File: src/hw/rtl/las_pkg.sv
`timescale 1ns / 1ps
// ----------------------------------------------------------------------------
// las_pkg
// Shared types, constants and helpers of the linear ADSR envelope.
// ----------------------------------------------------------------------------
package las_pkg;

  // gain and slope: signed, 32 fraction bits
  localparam int GAIN_W = 40;
  localparam int FRAC_W = 32;
  localparam logic [GAIN_W-1:0] ONE_Q32 = 40'h01_0000_0000;

  // output gain, unsigned Q1.16
  localparam int G16_W = 17;
  localparam logic [G16_W-1:0] G16_ONE = 17'h1_0000;

  // sustain level register width
  localparam int SUS_W = 17;

  // serial step counts
  localparam int MUL_STEPS = G16_W;
  localparam int MUL_CNT_W = $clog2(MUL_STEPS + 1);
  localparam int DIV_STEPS = GAIN_W;
  localparam int DIV_CNT_W = $clog2(DIV_STEPS + 1);

  // input opcodes
  localparam logic [1:0] OP_TICK     = 2'd0;
  localparam logic [1:0] OP_GATE_ON  = 2'd1;
  localparam logic [1:0] OP_GATE_OFF = 2'd2;

  // configuration register indexes
  localparam logic [1:0] CFG_ATTACK  = 2'd0;
  localparam logic [1:0] CFG_DECAY   = 2'd1;
  localparam logic [1:0] CFG_SUSTAIN = 2'd2;
  localparam logic [1:0] CFG_RELEASE = 2'd3;

  // start request for the serial multiplier
  typedef struct packed {
    logic             start;
    logic [G16_W-1:0] gain;
  } las_mul_req_t;

  // start request for the serial divider (magnitude and sign of numerator)
  typedef struct packed {
    logic              start;
    logic              neg;
    logic [GAIN_W-1:0] mag;
  } las_div_req_t;

  // clamp gain to 0..1 and round to Q1.16
  function automatic logic [G16_W-1:0] gain_q16(input logic [GAIN_W-1:0] g);
    logic [G16_W-1:0] r;
    if (g[GAIN_W-1]) begin
      r = '0;
    end else if (g > ONE_Q32) begin
      r = G16_ONE;
    end else begin
      r = g[FRAC_W:FRAC_W-G16_W+1] + G16_W'(g[FRAC_W-G16_W]);
    end
    return r;
  endfunction

endpackage

File: src/hw/rtl/las_mul.sv
`timescale 1ns / 1ps
// ----------------------------------------------------------------------------
// las_mul
// Bit-serial signed sample times unsigned Q1.16 gain, one gain bit per cycle,
// result rounded to nearest with ties toward plus infinity.
// ----------------------------------------------------------------------------
module las_mul import las_pkg::*; #(
  parameter int SampleW = 24
) (
  input  logic               clk_i,
  input  logic               rst_ni,
  input  las_mul_req_t       req_i,
  input  logic [SampleW-1:0] sample_i,
  output logic               done_o,
  output logic [SampleW-1:0] result_o
);

  logic                 busy_q, busy_d;
  logic [MUL_CNT_W-1:0] cnt_q, cnt_d;
  logic [SampleW-1:0]   smp_q;
  logic [G16_W-1:0]     mplr_q;
  logic [SampleW-1:0]   hi_q;
  logic [G16_W-1:0]     lo_q;
  logic [SampleW:0]     sum;
  logic                 step;

  assign step   = busy_q && (cnt_q != '0);
  assign done_o = busy_q && (cnt_q == '0);

  // add multiplicand on a set gain bit, then shift product right
  always_comb begin
    sum = {hi_q[SampleW-1], hi_q};
    if (mplr_q[0]) begin
      sum = sum + {smp_q[SampleW-1], smp_q};
    end
  end

  // control
  always_comb begin
    busy_d = busy_q;
    cnt_d  = cnt_q;
    if (req_i.start) begin
      busy_d = 1'b1;
      cnt_d  = MUL_CNT_W'(MUL_STEPS);
    end else if (step) begin
      cnt_d = cnt_q - MUL_CNT_W'(1);
    end else if (done_o) begin
      busy_d = 1'b0;
    end
  end

  always_ff @(posedge clk_i or negedge rst_ni) begin
    if (!rst_ni) begin
      busy_q <= 1'b0;
      cnt_q  <= '0;
    end else begin
      busy_q <= busy_d;
      cnt_q  <= cnt_d;
    end
  end

  // datapath shift registers
  always_ff @(posedge clk_i) begin
    if (req_i.start) begin
      smp_q  <= sample_i;
      mplr_q <= req_i.gain;
      hi_q   <= '0;
      lo_q   <= '0;
    end else if (step) begin
      mplr_q <= {1'b0, mplr_q[G16_W-1:1]};
      hi_q   <= sum[SampleW:1];
      lo_q   <= {sum[0], lo_q[G16_W-1:1]};
    end
  end

  // product shifted down 16 bits, plus the rounding bit
  assign result_o = {hi_q[SampleW-2:0], lo_q[G16_W-1]} + SampleW'(lo_q[G16_W-2]);

endmodule

File: src/hw/rtl/las_div.sv
`timescale 1ns / 1ps
// ----------------------------------------------------------------------------
// las_div
// Restoring divider, one quotient bit per cycle; quotient truncated toward
// zero and returned as a signed slope.
// ----------------------------------------------------------------------------
module las_div import las_pkg::*; #(
  parameter int DenW = 21
) (
  input  logic              clk_i,
  input  logic              rst_ni,
  input  las_div_req_t      req_i,
  input  logic [DenW-1:0]   den_i,
  output logic              done_o,
  output logic [GAIN_W-1:0] quot_o
);

  logic                 busy_q, busy_d;
  logic [DIV_CNT_W-1:0] cnt_q, cnt_d;
  logic [DenW-1:0]      rem_q;
  logic [DenW-1:0]      den_q;
  logic [GAIN_W-1:0]    num_q;
  logic                 neg_q;
  logic [DenW:0]        trial;
  logic [DenW:0]        diff;
  logic                 fits;
  logic                 step;

  assign step   = busy_q && (cnt_q != '0);
  assign done_o = busy_q && (cnt_q == '0);

  // trial subtraction of the divisor
  always_comb begin
    trial = {rem_q, num_q[GAIN_W-1]};
    diff  = trial - {1'b0, den_q};
    fits  = trial >= {1'b0, den_q};
  end

  // control
  always_comb begin
    busy_d = busy_q;
    cnt_d  = cnt_q;
    if (req_i.start) begin
      busy_d = 1'b1;
      cnt_d  = DIV_CNT_W'(DIV_STEPS);
    end else if (step) begin
      cnt_d = cnt_q - DIV_CNT_W'(1);
    end else if (done_o) begin
      busy_d = 1'b0;
    end
  end

  always_ff @(posedge clk_i or negedge rst_ni) begin
    if (!rst_ni) begin
      busy_q <= 1'b0;
      cnt_q  <= '0;
    end else begin
      busy_q <= busy_d;
      cnt_q  <= cnt_d;
    end
  end

  // numerator shifts out at the top while quotient bits shift in below
  always_ff @(posedge clk_i) begin
    if (req_i.start) begin
      rem_q <= '0;
      num_q <= req_i.mag;
      den_q <= den_i;
      neg_q <= req_i.neg;
    end else if (step) begin
      rem_q <= fits ? diff[DenW-1:0] : trial[DenW-1:0];
      num_q <= {num_q[GAIN_W-2:0], fits};
    end
  end

  assign quot_o = neg_q ? (~num_q + GAIN_W'(1)) : num_q;

endmodule

File: src/hw/rtl/linear_adsr_envelope.sv
`timescale 1ns / 1ps
// ----------------------------------------------------------------------------
// linear_adsr_envelope
// Linear attack/decay/sustain/release amplitude envelope with a bit-serial
// sample multiplier and a bit-serial slope divider.
// ----------------------------------------------------------------------------
// channel   dir  handshake                    content
// s_axis    in   s_axis_tvalid/s_axis_tready  tdata: sample_in, tuser: opcode
// m_axis    out  m_axis_tvalid/m_axis_tready  tdata: sample_out, gain_now, is_off
// cfg       in   cfg_we_i                     cfg_idx_i, cfg_wdata_i
//
// a sample tick runs the serial multiplier, then advances the envelope; a
// tick that ends the attack also runs the serial divider for the decay
// slope. gate events run the 40-step divider for the new slope. one
// transaction is worked on at a time; a finished result waits in the output
// register while the next transaction is taken. reset puts the envelope in
// the off phase with zero gain.
// ----------------------------------------------------------------------------
module linear_adsr_envelope import las_pkg::*; #(
  parameter int SAMPLE_BITS = 24,
  parameter int COUNT_BITS  = 20,
  localparam int InDataW  = ((SAMPLE_BITS + 7) / 8) * 8,
  localparam int OutDataW = ((SAMPLE_BITS + G16_W + 1 + 7) / 8) * 8,
  localparam int CfgW     = (COUNT_BITS > SUS_W) ? COUNT_BITS : SUS_W
) (
  input  logic                clk_i,
  input  logic                rst_ni,
  // input stream
  input  logic                s_axis_tvalid,
  output logic                s_axis_tready,
  input  logic [InDataW-1:0]  s_axis_tdata,   // sample_in
  input  logic [1:0]          s_axis_tuser,   // opcode
  // output stream
  output logic                m_axis_tvalid,
  input  logic                m_axis_tready,
  output logic [OutDataW-1:0] m_axis_tdata,   // sample_out, gain_now, is_off
  // configuration writes
  input  logic                cfg_we_i,
  input  logic [1:0]          cfg_idx_i,
  input  logic [CfgW-1:0]     cfg_wdata_i
);

  localparam int LenW = COUNT_BITS + 1;

  typedef enum logic [4:0] {
    ST_IDLE = 5'b00001,
    ST_MUL  = 5'b00010,
    ST_ADV  = 5'b00100,
    ST_DIV  = 5'b01000,
    ST_OUT  = 5'b10000
  } state_e;

  typedef enum logic [4:0] {
    PH_OFF     = 5'b00001,
    PH_ATTACK  = 5'b00010,
    PH_DECAY   = 5'b00100,
    PH_SUSTAIN = 5'b01000,
    PH_RELEASE = 5'b10000
  } phase_e;

  // configuration registers
  logic [COUNT_BITS-1:0] attack_q, decay_q, release_q;
  logic [SUS_W-1:0]      sustain_q;

  // envelope state
  state_e            st_q, st_d;
  phase_e            phase_q, phase_d;
  logic [LenW-1:0]   elapsed_q, elapsed_d;
  logic [LenW-1:0]   len_q, len_d;
  logic [GAIN_W-1:0] gain_q, gain_d;
  logic [GAIN_W-1:0] slope_q, slope_d;

  // per-transaction registers
  logic [1:0]             op_q, op_d;
  logic [G16_W-1:0]       g16_q, g16_d;
  logic [SAMPLE_BITS-1:0] samp_q, samp_d;
  logic                   add_after_q, add_after_d;

  // output register
  logic                   m_valid_q;
  logic [SAMPLE_BITS-1:0] sample_out_q;
  logic [G16_W-1:0]       gain_now_q;
  logic                   is_off_q;
  logic                   out_load;

  // serial units
  las_mul_req_t           mul_req;
  logic                   mul_done;
  logic [SAMPLE_BITS-1:0] mul_result;
  las_div_req_t           div_req;
  logic [LenW-1:0]        div_den;
  logic                   div_done;
  logic [GAIN_W-1:0]      div_quot;

  logic              in_fire;
  logic [G16_W-1:0]  gain_now;
  logic [LenW-1:0]   attack_len, decay_len, release_len;
  logic [LenW-1:0]   elapsed_inc;
  logic [GAIN_W-1:0] sus_gain, decay_num, gain_mag;

  assign s_axis_tready = (st_q == ST_IDLE);
  assign in_fire       = s_axis_tvalid && s_axis_tready;

  assign gain_now    = gain_q16(gain_q);
  assign attack_len  = {1'b0, attack_q} + LenW'(1);
  assign decay_len   = {1'b0, decay_q} + LenW'(1);
  assign release_len = {1'b0, release_q} + LenW'(1);
  assign elapsed_inc = elapsed_q + LenW'(1);
  assign sus_gain    = {{(GAIN_W-SUS_W-16){1'b0}}, sustain_q, 16'h0000};
  assign decay_num   = sus_gain - ONE_Q32;
  assign gain_mag    = gain_q[GAIN_W-1] ? (~gain_q + GAIN_W'(1)) : gain_q;

  // configuration writes
  always_ff @(posedge clk_i or negedge rst_ni) begin
    if (!rst_ni) begin
      attack_q  <= '0;
      decay_q   <= '0;
      sustain_q <= G16_ONE;
      release_q <= '0;
    end else if (cfg_we_i) begin
      unique case (cfg_idx_i)
        CFG_ATTACK:  attack_q  <= cfg_wdata_i[COUNT_BITS-1:0];
        CFG_DECAY:   decay_q   <= cfg_wdata_i[COUNT_BITS-1:0];
        CFG_SUSTAIN: sustain_q <= cfg_wdata_i[SUS_W-1:0];
        CFG_RELEASE: release_q <= cfg_wdata_i[COUNT_BITS-1:0];
        default:     attack_q  <= attack_q;
      endcase
    end
  end

  // sequencer and envelope update
  always_comb begin
    st_d        = st_q;
    phase_d     = phase_q;
    elapsed_d   = elapsed_q;
    len_d       = len_q;
    gain_d      = gain_q;
    slope_d     = slope_q;
    op_d        = op_q;
    g16_d       = g16_q;
    samp_d      = samp_q;
    add_after_d = add_after_q;
    out_load    = 1'b0;

    mul_req.start = 1'b0;
    mul_req.gain  = gain_now;
    div_req.start = 1'b0;
    div_req.neg   = 1'b0;
    div_req.mag   = ONE_Q32;
    div_den       = attack_len;

    unique case (st_q)
      ST_IDLE: begin
        if (in_fire) begin
          op_d        = s_axis_tuser;
          add_after_d = 1'b0;
          case (s_axis_tuser)
            OP_TICK: begin
              g16_d         = gain_now;
              mul_req.start = 1'b1;
              st_d          = ST_MUL;
            end
            OP_GATE_ON: begin
              phase_d       = PH_ATTACK;
              elapsed_d     = '0;
              len_d         = attack_len;
              gain_d        = '0;
              div_req.start = 1'b1;
              st_d          = ST_DIV;
            end
            OP_GATE_OFF: begin
              phase_d       = PH_RELEASE;
              elapsed_d     = '0;
              len_d         = release_len;
              div_req.start = 1'b1;
              div_req.neg   = ~gain_q[GAIN_W-1];
              div_req.mag   = gain_mag;
              div_den       = release_len;
              st_d          = ST_DIV;
            end
            default: st_d = ST_OUT;
          endcase
        end
      end
      ST_MUL: begin
        if (mul_done) begin
          samp_d = mul_result;
          st_d   = ST_ADV;
        end
      end
      ST_ADV: begin
        st_d = ST_OUT;
        if (phase_q != PH_OFF && phase_q != PH_SUSTAIN) begin
          if (elapsed_inc >= len_q) begin
            elapsed_d = '0;
            unique case (phase_q)
              PH_ATTACK: begin
                // decay starts from one, slope follows from the divider
                phase_d       = PH_DECAY;
                len_d         = decay_len;
                gain_d        = ONE_Q32;
                div_req.start = 1'b1;
                div_req.neg   = decay_num[GAIN_W-1];
                div_req.mag   = decay_num[GAIN_W-1] ? (~decay_num + GAIN_W'(1))
                                                     : decay_num;
                div_den       = decay_len;
                add_after_d   = 1'b1;
                st_d          = ST_DIV;
              end
              PH_DECAY: begin
                phase_d = PH_SUSTAIN;
                len_d   = LenW'(1);
                gain_d  = sus_gain;
                slope_d = '0;
              end
              default: begin
                phase_d = PH_OFF;
                len_d   = LenW'(1);
                gain_d  = '0;
                slope_d = '0;
              end
            endcase
          end else begin
            elapsed_d = elapsed_inc;
            gain_d    = gain_q + slope_q;
          end
        end
      end
      ST_DIV: begin
        if (div_done) begin
          slope_d = div_quot;
          if (add_after_q) begin
            gain_d = gain_q + div_quot;
          end
          st_d = ST_OUT;
        end
      end
      ST_OUT: begin
        if (!m_valid_q || m_axis_tready) begin
          out_load = 1'b1;
          st_d     = ST_IDLE;
        end
      end
      default: st_d = ST_IDLE;
    endcase
  end

  // control state
  always_ff @(posedge clk_i or negedge rst_ni) begin
    if (!rst_ni) begin
      st_q        <= ST_IDLE;
      phase_q     <= PH_OFF;
      elapsed_q   <= '0;
      len_q       <= LenW'(1);
      gain_q      <= '0;
      slope_q     <= '0;
      op_q        <= OP_TICK;
      add_after_q <= 1'b0;
      m_valid_q   <= 1'b0;
    end else begin
      st_q        <= st_d;
      phase_q     <= phase_d;
      elapsed_q   <= elapsed_d;
      len_q       <= len_d;
      gain_q      <= gain_d;
      slope_q     <= slope_d;
      op_q        <= op_d;
      add_after_q <= add_after_d;
      if (out_load) begin
        m_valid_q <= 1'b1;
      end else if (m_axis_tready) begin
        m_valid_q <= 1'b0;
      end
    end
  end

  // payload registers
  always_ff @(posedge clk_i) begin
    g16_q  <= g16_d;
    samp_q <= samp_d;
    if (out_load) begin
      sample_out_q <= (op_q == OP_TICK) ? samp_q : '0;
      gain_now_q   <= (op_q == OP_TICK) ? g16_q : gain_now;
      is_off_q     <= (phase_q == PH_OFF);
    end
  end

  assign m_axis_tvalid = m_valid_q;
  assign m_axis_tdata  = OutDataW'({is_off_q, gain_now_q, sample_out_q});

  // serial sample multiplier
  las_mul #(
    .SampleW (SAMPLE_BITS)
  ) u_mul (
    .clk_i    (clk_i),
    .rst_ni   (rst_ni),
    .req_i    (mul_req),
    .sample_i (s_axis_tdata[SAMPLE_BITS-1:0]),
    .done_o   (mul_done),
    .result_o (mul_result)
  );

  // serial slope divider
  las_div #(
    .DenW (LenW)
  ) u_div (
    .clk_i  (clk_i),
    .rst_ni (rst_ni),
    .req_i  (div_req),
    .den_i  (div_den),
    .done_o (div_done),
    .quot_o (div_quot)
  );

endmodule

File: config.mk
export PLATFORM = sky130hd
export DESIGN_NAME = linear_adsr_envelope
export DESIGN_NICKNAME = d
export VERILOG_FILES = /design/src/hw/rtl/las_pkg.sv /design/src/hw/rtl/las_mul.sv /design/src/hw/rtl/las_div.sv /design/src/hw/rtl/linear_adsr_envelope.sv
export SDC_FILE = /design/constraint.sdc
export NUM_CORES = 1
export LEC_CHECK = 0
export BUFFER_PORTS_ARGS = -buffer_cell sky130_fd_sc_hd__buf_2
export CAP_MARGIN = 10
export CORE_MARGIN = 1.5
export CORE_UTILIZATION = 40
export CTS_BUF_LIST = sky130_fd_sc_hd__clkbuf_4
export CTS_CLUSTER_SIZE = 24
export DETAILED_ROUTE_END_ITERATION = 6
export PLACE_DENSITY_LB_ADDON = 0.1
export RECOVER_POWER = 25
export SYNTH_ARGS = -nofsm -noshare
export SYNTH_HDL_FRONTEND = slang
export SYNTH_SLANG_ARGS = --single-unit
File: constraint.sdc
create_clock -name clk_i -period 6.75 [get_ports clk_i]
set_input_delay 1.0125 -clock clk_i [delete_from_list [all_inputs] [get_ports clk_i]]
set_output_delay 1.0125 -clock clk_i [all_outputs]
set_load 0.005 [all_outputs]
# Word-level counts from Yosys, hierarchy flattened

Cells that the tools add are included.

$add $sub $neg: 16
$mul: 0
Divide/modulo/power cells: 0
Order comparisons: 3
Eq/ne operators: 29
Shift-type cells: 0
Mux-type cells: 86
Bitwise gates (word level): 4
Reduce and logical (&&, ||, !) cells: 40

Operators with widths:

| cell                                                                   | count |
|---|---|
| 40-bit two-way mux                                                     | 15 |
| 21-bit two-way mux                                                     | 14 |
| 42-bit two-way mux                                                     | 4 |
| 21-bit one-hot mux with 2 select lines                                 | 4 |
| 40-bit by 1-bit adder with 40-bit output, second input constant        | 3 |
| 40-bit NOT                                                             | 3 |
| 40-bit one-hot mux with 3 select lines                                 | 1 |
| 17-bit two-way mux                                                     | 5 |
| 42-bit one-hot mux with 2 select lines                                 | 1 |
| 40-bit adder                                                           | 2 |
| 40-bit one-hot mux with 2 select lines                                 | 1 |
| 33-bit one-hot mux with 2 select lines                                 | 1 |
| 20-bit by 1-bit adder with 21-bit output, second input constant        | 3 |
| 5-bit two-way mux                                                      | 12 |
| 41-bit two-way mux                                                     | 1 |
| 40-bit by 33-bit > comparator with 1-bit output, second input constant | 1 |
| 33-bit by 33-bit subtractor with 34-bit output, second input constant  | 1 |
| 5-bit one-hot mux with 2 select lines                                  | 3 |
| 24-bit by 24-bit adder with 25-bit output                              | 1 |
| 5-bit one-hot mux with 5 select lines                                  | 1 |
| 24-bit by 1-bit adder with 24-bit output                               | 1 |
| 24-bit two-way mux                                                     | 1 |
| 22-bit by 21-bit greater-or-equal comparator with 1-bit output         | 1 |
| 21-bit by 1-bit adder with 21-bit output, second input constant        | 1 |
| other kinds (38)                                                       | 97 |

Register bits after elaboration: 474
Latch bits: 0
Memory bits (writable): 0
Memory bits (read-only): 0
Output and inout port bits: 50
Word-level logic and storage cells: 209
Memories: 0

# Longest topological paths before layout

Gate-level depths: netlist of run 1.

Word-level depth: 10
Depth in mapped cells: 21
Depth with buffers taken out: 20

# By module

A second synthesis of run 1 with hierarchy kept.

Cell total of the unflattened synthesis: 3265
Area, all modules: 30341.6 µm²

Modules (own cells, without submodules):

| module               | times used | cells an instance | area an instance (µm²) | seq. area each (µm²) |
|---|---|---|---|---|
| linear_adsr_envelope | 1          | 2257              | 20327.0                | 7827.5 |
| las_div              | 1          | 552               | 5591.6                 | 2457.4 |
| las_mul              | 1          | 456               | 4423.0                 | 1901.8 |

# Least setup slack after synthesis of run 1

No wires, ideal clock.

Path kind: flip-flop to flip-flop
From: register elapsed_q[0]
To: register u_div.num_q[0], enable pin
Library setup time: 439 ps
Data arrival time: 5058 ps
Setup slack: 1252 ps
Stages on the path, launching flop included: 19
Path buffers: 1
Period minus slack after synthesis: 5498 ps
Cells stage by stage: dfrtp_1 -> ha_1 -> nand3_1 -> nor2_1 -> nand2_1 -> nor4_1 -> nand3_1 -> xnor2_1 -> ha_1 -> a21o_1 -> a21o_1 -> a2111oi_1 -> a21oi_1 -> and2_1 -> clkbuf_1 -> a21oi_1 -> inv_2 -> nor2_1 -> inv_1

Longest elaborated chain between the ends: 6

RTL lines:

| what                                     | line                        | RTL |
|---|---|---|
| start: declaration                       | linear_adsr_envelope.sv:68  | `logic [LenW-1:0] elapsed_q, elapsed_d;` |
| start signal: assignment                 | linear_adsr_envelope.sv:263 | `elapsed_q <= elapsed_d;` |
| 21-bit by 1-bit adder with 21-bit output | linear_adsr_envelope.sv:108 | `assign elapsed_inc = elapsed_q + LenW'(1);` |
| 21-bit greater-or-equal comparator       | linear_adsr_envelope.sv:194 | `if (elapsed_inc >= len_q) begin` |
| 42-bit two-way mux                       | linear_adsr_envelope.sv:194 |  |
| 42-bit two-way mux                       | linear_adsr_envelope.sv:193 | `if (phase_q != PH_OFF && phase_q != PH_SUSTAIN) begin` |
| 42-bit one-hot mux with 2 select lines   | linear_adsr_envelope.sv:152 | `unique case (st_q)` |
| 2-bit nonzero test (no line)             | -                           |  |
| end signal: assignment                   | las_div.sv:67               | `num_q <= req_i.mag;` |
| end signal: assignment                   | las_div.sv:72               | `num_q <= {num_q[GAIN_W-2:0], fits};` |
| end: declaration                         | las_div.sv:22               | `logic [GAIN_W-1:0] num_q;` |

No other way between the ends.
A chain may end at the register's enable or synchronous reset.

# Final worst setup path of run 1

From: register elapsed_q[0]
To: register u_div.num_q[2], enable pin

The elaborated chain is that of the path after synthesis.

==> summary.txt, run 1 <==
Status
  • Status: finished with violations
  • Violated checks: max-capacitance violations, max-slew violations

Synthesis
  • Synth Flop Type: dfrtp_1
  • Mapped cell area: 29300 sq um
  • Syn. warnings: 0
  • Ys async rst share: 0.492
  • Syn avg cell area: 9.28 sq um
  • Seq cells post-synth: 459
  • Cells after synthesis: 3158
  • Post-synthesis sequential area ratio: 0.416
  • EDFF count, synth: 186
  • Post-synthesis cell type count: 81

Global route
  • Gr ovfl total: 0
  • Vias in the first global route: 24300
  • Pin count of the biggest net entering global routing: 161
  • Tot GR Track Use: 0.239
  • First-pass GRT wire length: 138 mm
  • Initial antenna violation count: 4

Timing
  • Slew @ Worst Pin: 4240 ps
  • Rel. slew slack: -1.83
  • Final hold viol count: 0
  • Minimum clock period: 5940 ps
  • RSZ-0062 raised after global routing: no
  • Setup TNS: 0 ps
  • Crit share post-route: 0.880
  • Max-slew violations: 125
  • Max Fclk: 0.168 GHz
  • Setup Skew: 73.2 ps
  • Final Setup Violations: 0

Worst setup path
  • R2R depth: 18
  • CP Max Fanout: 40
  • Critical path launch point: elapsed_q[0]
  • R2r setup slk: 810 ps
  • Req. time, crit path: 7350 ps
  • WP data arrival: 6540 ps
  • End point of the critical path: u_div.num_q[2]
  • CP Launch Type: flop
  • Reg2reg start: elapsed_q[0]
  • Crit end category: flop
  • Worst reg2reg endpoint: u_div.num_q[2]
  • WS Path Type: flop to flop

Detailed routing
  • DRT antenna net count: 0
  • Residual DRC count: 0
  • Total wire length: 88.6 mm
  • Vias per cell: 5.59
  • Pre-antenna DRT Iters: 7
  • Starting DRT DRC Count: 1801
  • Via count: 24500
  • Routed WL per cell: 20.2 um

Clocking
  • Later-pin clock latency in the skew report: 960 ps
  • Max Root-Sink Buffers: 3
  • # clock sinks: 459
  • Post-CTS Resized: 0
  • Clock Root Buffer: clkbuf_4
  • Clk pin slew, worst setup/hold paths: 60 ps
  • Num CTS Buffers: 138
  • CTS tree: built
  • Post-CTS setup buffers: 0
  • H-Tree Depth: 4

Finish
  • Share of post-route cells with drive strength above 1: 0.147
  • Most frequent cells in the layout: 387 x nand2_1, 236 x nor2_1, 222 x dfrtp_1
  • Nets: 3530
  • Area grow syn2layout: 11.9%
  • Fillers: 7106
  • Commonest non-fill, non-tap cell in the layout: nand2_1

Placement
  • Post-DP HPWL: 64.5 mm
  • RePlAce Congestion: 0.903
  • PortBufs: 96

Power
  • VDD IR max: 259 uV
  • Final total power: 15.4 mW
  • Pwr Density: 468 nW/um^2
  • Leakage: 14.2 nW

Die
  • Die X: 274 um
  • Initial Util: 0.403
  • Core area: 72700 sq um
  • Rows: 99
  • Chip height: 274 um
  • DIE AREA: 74900 sq um
  • Boundary pin count: 103

Worst hold path
  • Hold Crit Class: input pin to flop

Run
  • Max-cap violations: 2
## worst max-delay path, stage by stage, from the launching register on
cell	delay, ps
dfrtp_1	410
ha_1	300
nand3_1	100
nor2_1	230
nand2_1	120
nor4_1	740
nand3_1	180
xnor2_1	240
ha_1	290
a21o_1	170
a21o_1	180
a2111oi_1	1100
a21oi_1	210
and2_1	280
a21oi_4	150
inv_2	50
nor2_1	430
inv_1	80
buf_4	300
## sequential cells by signal (all words and copies together) (netlist names), 20 cells and up
register	flops
u_div.rem_q	21
gain_q	40
u_div.den_q	21
attack_q	20
samp_q	24
sample_out_q	24
slope_q	40
u_div.num_q	40
decay_q	20
u_mul.hi_q	24
release_q	20
len_q	21
u_mul.smp_q	24
elapsed_q	21
## routing by layer
metal  vias up  share of wire  track usage
li1      11800              -            -
met1     11900           0.47        0.330
met2       659           0.45        0.373
met3       167          0.056       0.0462
met4         0          0.026       0.0794
met5         -              0            0
## synthesized netlist by cell type (all sizes together) (37+ instances only)
library cell | count | area share
ha | 168 | 0.072
and2 | 44 | 0.0094
a21o | 71 | 0.018
mux2 | 81 | 0.031
nor3 | 49 | 0.0084
a211oi | 42 | 0.011
mux2i | 41 | 0.014
clkbuf | 118 | 0.015
nand2 | 387 | 0.050
dfxtp | 47 | 0.032
nor2 | 241 | 0.031
o21ai | 217 | 0.037
xnor2 | 163 | 0.049
and3 | 37 | 0.0079
nand3 | 94 | 0.016
xor2 | 143 | 0.043
a21oi | 203 | 0.035
dfrtp | 222 | 0.19
inv | 115 | 0.015
edfxtp | 186 | 0.19
o31ai | 59 | 0.015
## where the power goes
part	total, mW	switching [mW]	internal [mW]
clock network	2.87	1.29	1.58
logic	7.66	4.70	2.96
registers	4.84	0.890	3.95
total	15.4	6.88	8.49
## stage by stage
stage | util | area, sq um | cells | worst slack (ps) | hold slack, ps
2_1_floorplan | - | 29300 | 3163 | 1250 | 426
3_3_place_gp | 0.425 | 30900 | 4121 | 1160 | 451
3_5_place_dp | 0.425 | 30900 | 4122 | 1080 | 461
4_1_cts | 0.451 | 32800 | 4374 | 978 | 98.0
5_1_grt | 0.451 | 32800 | 4379 | 430 | 91.3
6_report | 0.451 | 32800 | 4380 | 810 | 225
## timing repair
item	4_1_cts	5_1_grt
endpoints found under the hold margin	45	0
hold buffers	1	0
endpoints found under the setup margin	0	0
## kinds of logic (layout without fill, tap and decap cells)
group | Yosys count | after routing | share of synthesized area
simple gates | 1016 | 1016 | 0.160
flops | 459 | 459 | 0.416
other cells | 1 | 11 | 0.000128
fa+ha+maj | 172 | 172 | 0.0744
xor+xnor | 306 | 306 | 0.0914
compound gates | 823 | 823 | 0.179
mux | 122 | 122 | 0.0451
buf+inv | 259 | 512 | 0.0341
## how the worst min path moves through the flow
stage / startpoint / endpoint / slack, ps / cells after the start
6_report: s_axis_tdata[12] / u_mul.smp_q[12] / 220 / 1
5_1_grt: s_axis_tdata[10] / u_mul.smp_q[10] / 90 / 1
4_1_cts: s_axis_tdata[9] / u_mul.smp_q[9] / 100 / 1
3_5_place_dp: slope_q[21] / slope_q[21] / 460 / 2
3_3_place_gp: u_mul.lo_q[15] / u_mul.lo_q[15] / 450 / 2
2_1_floorplan: u_div.rem_q[20] / u_div.rem_q[20] / 430 / 2
## final cells by class
cell class                      instances  area (sq um)  area share
Clock inverter                         33           221     0.00675
Antenna cell                            5          12.5    0.000381
Timing Repair Buffer                  146           870      0.0265
Clock buffer                          218          1640      0.0499
Sequential cell                       459         12200       0.372
Tap cell                              959          1200      0.0366
Multi-Input combinational cell       2445         16200       0.495
Inverter                              115           432      0.0132
No activity file was read; power rests on OpenSTA's default activity.
==> run 2: changes to the inputs <==
--- a/config.mk
+++ b/config.mk
@@ -16,4 +16,5 @@
 export RECOVER_POWER = 25
 export SYNTH_ARGS = -nofsm -noshare
 export SYNTH_HDL_FRONTEND = slang
+export SYNTH_HIERARCHICAL = 1
 export SYNTH_SLANG_ARGS = --single-unit
==> run 2 against run 1 <==
Effect of this change:
- the flow still finishes with violations (max-capacitance violations, max-slew violations)
- setup slack better by 200 ps
- via count up 4.1%
- power down 2.9%
- design area up 2.5%
- critical path depth up 4
- first-iteration DRC count down 1.1%
- synthesized cell count up 3.4%
- worst hold slack worse by 54 ps
- global-route usage down 0.17 points
- fmax up 3.5%
- routed wire length up 3.0%
- critical path type unchanged
- critical endpoint is now u_div/num_q[11]
==> summary.txt, run 2 <==
Status
  • Status: finished with violations (unchanged)
  • Violated checks: max-capacitance violations, max-slew violations (unchanged)

Timing
  • Slew @ Worst Pin: 4800 ps (was 4240 ps)
  • Rel. slew slack: -2.20 (was -1.83)
  • Setup TNS: 0 ps (unchanged)
  • Setup Skew: 85.2 ps (was 73.2 ps)
  • Max Fclk: 0.174 GHz (was 0.168 GHz)
  • Minimum clock period: 5740 ps (was 5940 ps)
  • Final hold viol count: 0 (unchanged)
  • RSZ-0062 raised after global routing: no (unchanged)
  • Final Setup Violations: 0 (unchanged)
  • Max-slew violations: 138 (was 125)
  • Crit share post-route: 0.850 (was 0.880)

Synthesis
  • Most common cell in the netlist: nand2_1 (unchanged)
  • EDFF count, synth: 186 (unchanged)
  • Post-synthesis cell type count: 86 (was 81)
  • Synth area leader: edfxtp_1 (unchanged)
  • Syn avg cell area: 9.29 sq um (was 9.28 sq um)
  • Synth Flop Type: dfrtp_1 (unchanged)
  • Top-area cell type share of the netlist area: 0.184 (was 0.191)
  • Syn. warnings: 6 (was 0)
  • Ys async rst share: 0.492 (unchanged)
  • Post-synthesis sequential area ratio: 0.402 (was 0.416)
  • Seq cells post-synth: 459 (unchanged)
  • Mapped cell area: 30300 sq um (was 29300 sq um)
  • Top cells by area, synth: edfxtp_1 18%, dfrtp_1 18%, ha_1 6.8% (was edfxtp_1 19%, dfrtp_1 19%, ha_1 7.2%)
  • Synth cell count leaders: 384 x nand2_1, 239 x nor2_1, 222 x dfrtp_1, 212 x a21oi_1, 186 x edfxtp_1 (was 387 x nand2_1, 241 x nor2_1, 222 x dfrtp_1, 210 x o21ai_0, 203 x a21oi_1)
  • Cells after synthesis: 3265 (was 3158)

Worst setup path
  • R2R depth: 22 (was 18)
  • Worst path bufs/invs: 4 (was 3)
  • WP data arrival: 6380 ps (was 6540 ps)
  • Req. time, crit path: 7390 ps (was 7350 ps)
  • Crit end category: flop (unchanged)
  • CP most frequent cell: nor2_1
  • Reg2reg start: elapsed_q[0] (unchanged)
  • CP Launch Type: flop (unchanged)
  • WS Path Type: flop to flop (unchanged)
  • Slowest CP cell: nor2_1 (was a2111oi_1)
  • Crit-path cells: ha_1 > nand3_1 > nor2_1 > and4_1 > nand2_1 > nor2_1 > nand3_1 > xnor2_1 > ha_1 > a21o_1 > a21o_1 > a221oi_1 > o21ai_1 > nor2_1 > buf_4 > nor2b_1 > buf_4 > nand2_1 > nand2_4 > nor2_1 > clkinv_1 > buf_4 (was ha_1 > nand3_1 > nor2_1 > nand2_1 > nor4_1 > nand3_1 > xnor2_1 > ha_1 > a21o_1 > a21o_1 > a2111oi_1 > a21oi_1 > and2_1 > a21oi_4 > inv_2 > nor2_1 > inv_1 > buf_4)
  • CP Max Fanout: 40 (unchanged)
  • Slowest stage delay, CP: 490 ps (was 1100 ps)
  • R2r setup slk: 1010 ps (was 810 ps)
  • Worst reg2reg endpoint: u_div/num_q[11] (was u_div.num_q[2])
  • Delay-heaviest family, CP: simple AND/OR/NAND/NOR gates (unchanged)
  • Critical path depth: 22 (was 18)

Clocking
  • Post-CTS setup buffers: 0 (unchanged)
  • H-Tree Depth: 4 (unchanged)
  • # clock sinks: 459 (unchanged)
  • Max Root-Sink Buffers: 3 (unchanged)
  • Later-pin clock latency in the skew report: 1040 ps (was 960 ps)
  • CTS tree: built (unchanged)
  • Num CTS Buffers: 134 (was 138)
  • Clk pin slew, worst setup/hold paths: 60 ps (about the same)
  • Clock Root Buffer: clkbuf_4 (unchanged)

Die
  • Rows: 100 (was 99)
  • Initial Util: 0.406 (was 0.403)
  • Die X: 278 um (was 274 um)
  • Chip height: 278 um (was 274 um)
  • Core area: 74700 sq um (was 72700 sq um)
  • DIE AREA: 77500 sq um (was 74900 sq um)
  • Boundary pin count: 103 (unchanged)

Finish
  • Area grow syn2layout: 10.8% (was 11.9%)
  • Commonest non-fill, non-tap cell in the layout: nand2_1 (unchanged)
  • Non-Filler Instances: 4456 (was 4380)
  • Post-layout util: 0.450 (was 0.451)
  • Share of post-route cells with drive strength above 1: 0.159 (was 0.147)
  • Largest regs: gain_q: 40 flops, slope_q: 40 flops, u_div/num_q: 40 flops (was gain_q: 40 flops, slope_q: 40 flops, u_div.num_q: 40 flops)
  • Most frequent cells in the layout: 383 x nand2_1, 236 x nor2_1, 221 x dfrtp_1 (was 387 x nand2_1, 236 x nor2_1, 222 x dfrtp_1)
  • Nets: 3593 (was 3530)
  • Fillers: 7301 (was 7106)

Power
  • Pwr Density: 444 nW/um^2 (was 468 nW/um^2)
  • Switching pwr: 6.70 mW (was 6.88 mW)
  • Leakage: 14.2 nW (about the same)
  • Seq pwr share: 0.315 (about the same)
  • VDD IR max: 264 uV (was 259 uV)
  • Final total power: 14.9 mW (was 15.4 mW)
  • Clk network pwr share: 0.192 (was 0.187)
  • Switching part of the total power: 0.449 (was 0.448)
  • Combinational share of power: 0.493 (was 0.498)
  • Int Pwr: 8.22 mW (was 8.49 mW)

Detailed routing
  • Starting DRT DRC Count: 1781 (was 1801)
  • Vias per cell: 5.72 (was 5.59)
  • Via count: 25500 (was 24500)
  • Total wire length: 91.3 mm (was 88.6 mm)
  • Residual DRC count: 0 (unchanged)
  • Routed WL per cell: 20.5 um (was 20.2 um)
  • DRT antenna net count: 0 (unchanged)
  • Pre-antenna DRT Iters: 5 (was 7)

Placement
  • PortBufs: 96 (unchanged)
  • Post-DP HPWL: 67.0 mm (was 64.5 mm)
  • Placed insts: 4203 (was 4122)
  • RePlAce Congestion: 0.918 (was 0.903)

Global route
  • First-pass GRT wire length: 145 mm (was 138 mm)
  • Gr ovfl total: 0 (unchanged)
  • Pin count of the biggest net entering global routing: 149 (was 161)
  • Vias in the first global route: 25300 (was 24300)
  • Tot GR Track Use: 0.237 (was 0.239)
  • Initial antenna violation count: 3 (was 4)

Run
  • Max-cap violations: 2 (unchanged)

Worst hold path
  • Hold Crit Depth: 1 (unchanged)
  • Hold Crit Class: input pin to flop (unchanged)
  • Hold endpoint: u_mul/smp_q[11] (was u_mul.smp_q[12])
  • Min-delay src: s_axis_tdata[11] (was s_axis_tdata[12])
## run 2: cell families (layout without fill, tap and decap cells)
group | count (synthesis) | after routing | share of synthesized area
flops | 459 | 459 | 0.402
fa+ha+maj | 169 | 169 | 0.0707
buf+inv | 278 | 489 | 0.0362
xor+xnor | 298 | 298 | 0.0860
other cells | 1 | 12 | 0.000124
mux | 170 | 170 | 0.0616
simple gates | 1083 | 1083 | 0.170
compound gates | 807 | 807 | 0.174
## run 2: cell type report
| cell class | instances | area [sq um] | share of cell area |
|---|---|---|---|
| Sequential cell | 459 | 12200 | 0.363 |
| Inverter | 106 | 398 | 0.0118 |
| Antenna cell | 6 | 15.0 | 0.000447 |
| Timing Repair Buffer | 137 | 792 | 0.0236 |
| Clock buffer | 212 | 1590 | 0.0473 |
| Multi-Input combinational cell | 2533 | 17200 | 0.511 |
| Clock inverter | 34 | 251 | 0.00748 |
| Tap cell | 969 | 1210 | 0.0361 |
## run 2: power groups by stage
| stage | combinational [mW] | sequential, mW | clock (mW) |
|---|---|---|---|
| CTS | 7.31 | 4.69 | 2.97 |
| global route | 8.14 | 4.80 | 3.12 |
| global placement | 7.16 | 4.72 | 0 |
| floorplan | 5.54 | 4.36 | 0 |
| detailed placement | 7.26 | 4.74 | 0 |
| finish | 7.36 | 4.70 | 2.86 |
## run 2: layer usage
| metal | up-vias | global-route usage | share of wire |
|---|---|---|---|
| met1 | 12400 | 0.326 | 0.46 |
| met3 | 159 | 0.0372 | 0.050 |
| li1 | 12200 | - | - |
| met5 | - | 0 | 0 |
| met2 | 722 | 0.376 | 0.46 |
| met4 | 0 | 0.0876 | 0.026 |
## run 2: worst max-delay path by stage
stage	to	slack, ps	startpoint
detailed placement	u_div/num_q[0]	1110	elapsed_q[0]
finish	u_div/num_q[11]	1010	elapsed_q[0]
floorplan	u_div/num_q[0]	1470	elapsed_q[0]
global placement	u_div/num_q[0]	1130	elapsed_q[0]
CTS	u_div/num_q[11]	1030	elapsed_q[0]
global route	gain_q[39]	440	rst_ni
## run 2: what timing repair did
item,CTS,global route
hold buffers,1,0
gates resized for setup,0,0
endpoints found under the hold margin,29,0
## run 2: per-stage QoR
step	setup WS [ps]	hold WS (ps)	instance area, sq um
after global placement	1130	450	31800
final	1010	171	33600
after global routing	437	60.9	33600
after floorplan	1470	441	30400
after CTS	1030	54.0	33600
after detailed placement	1110	456	31800
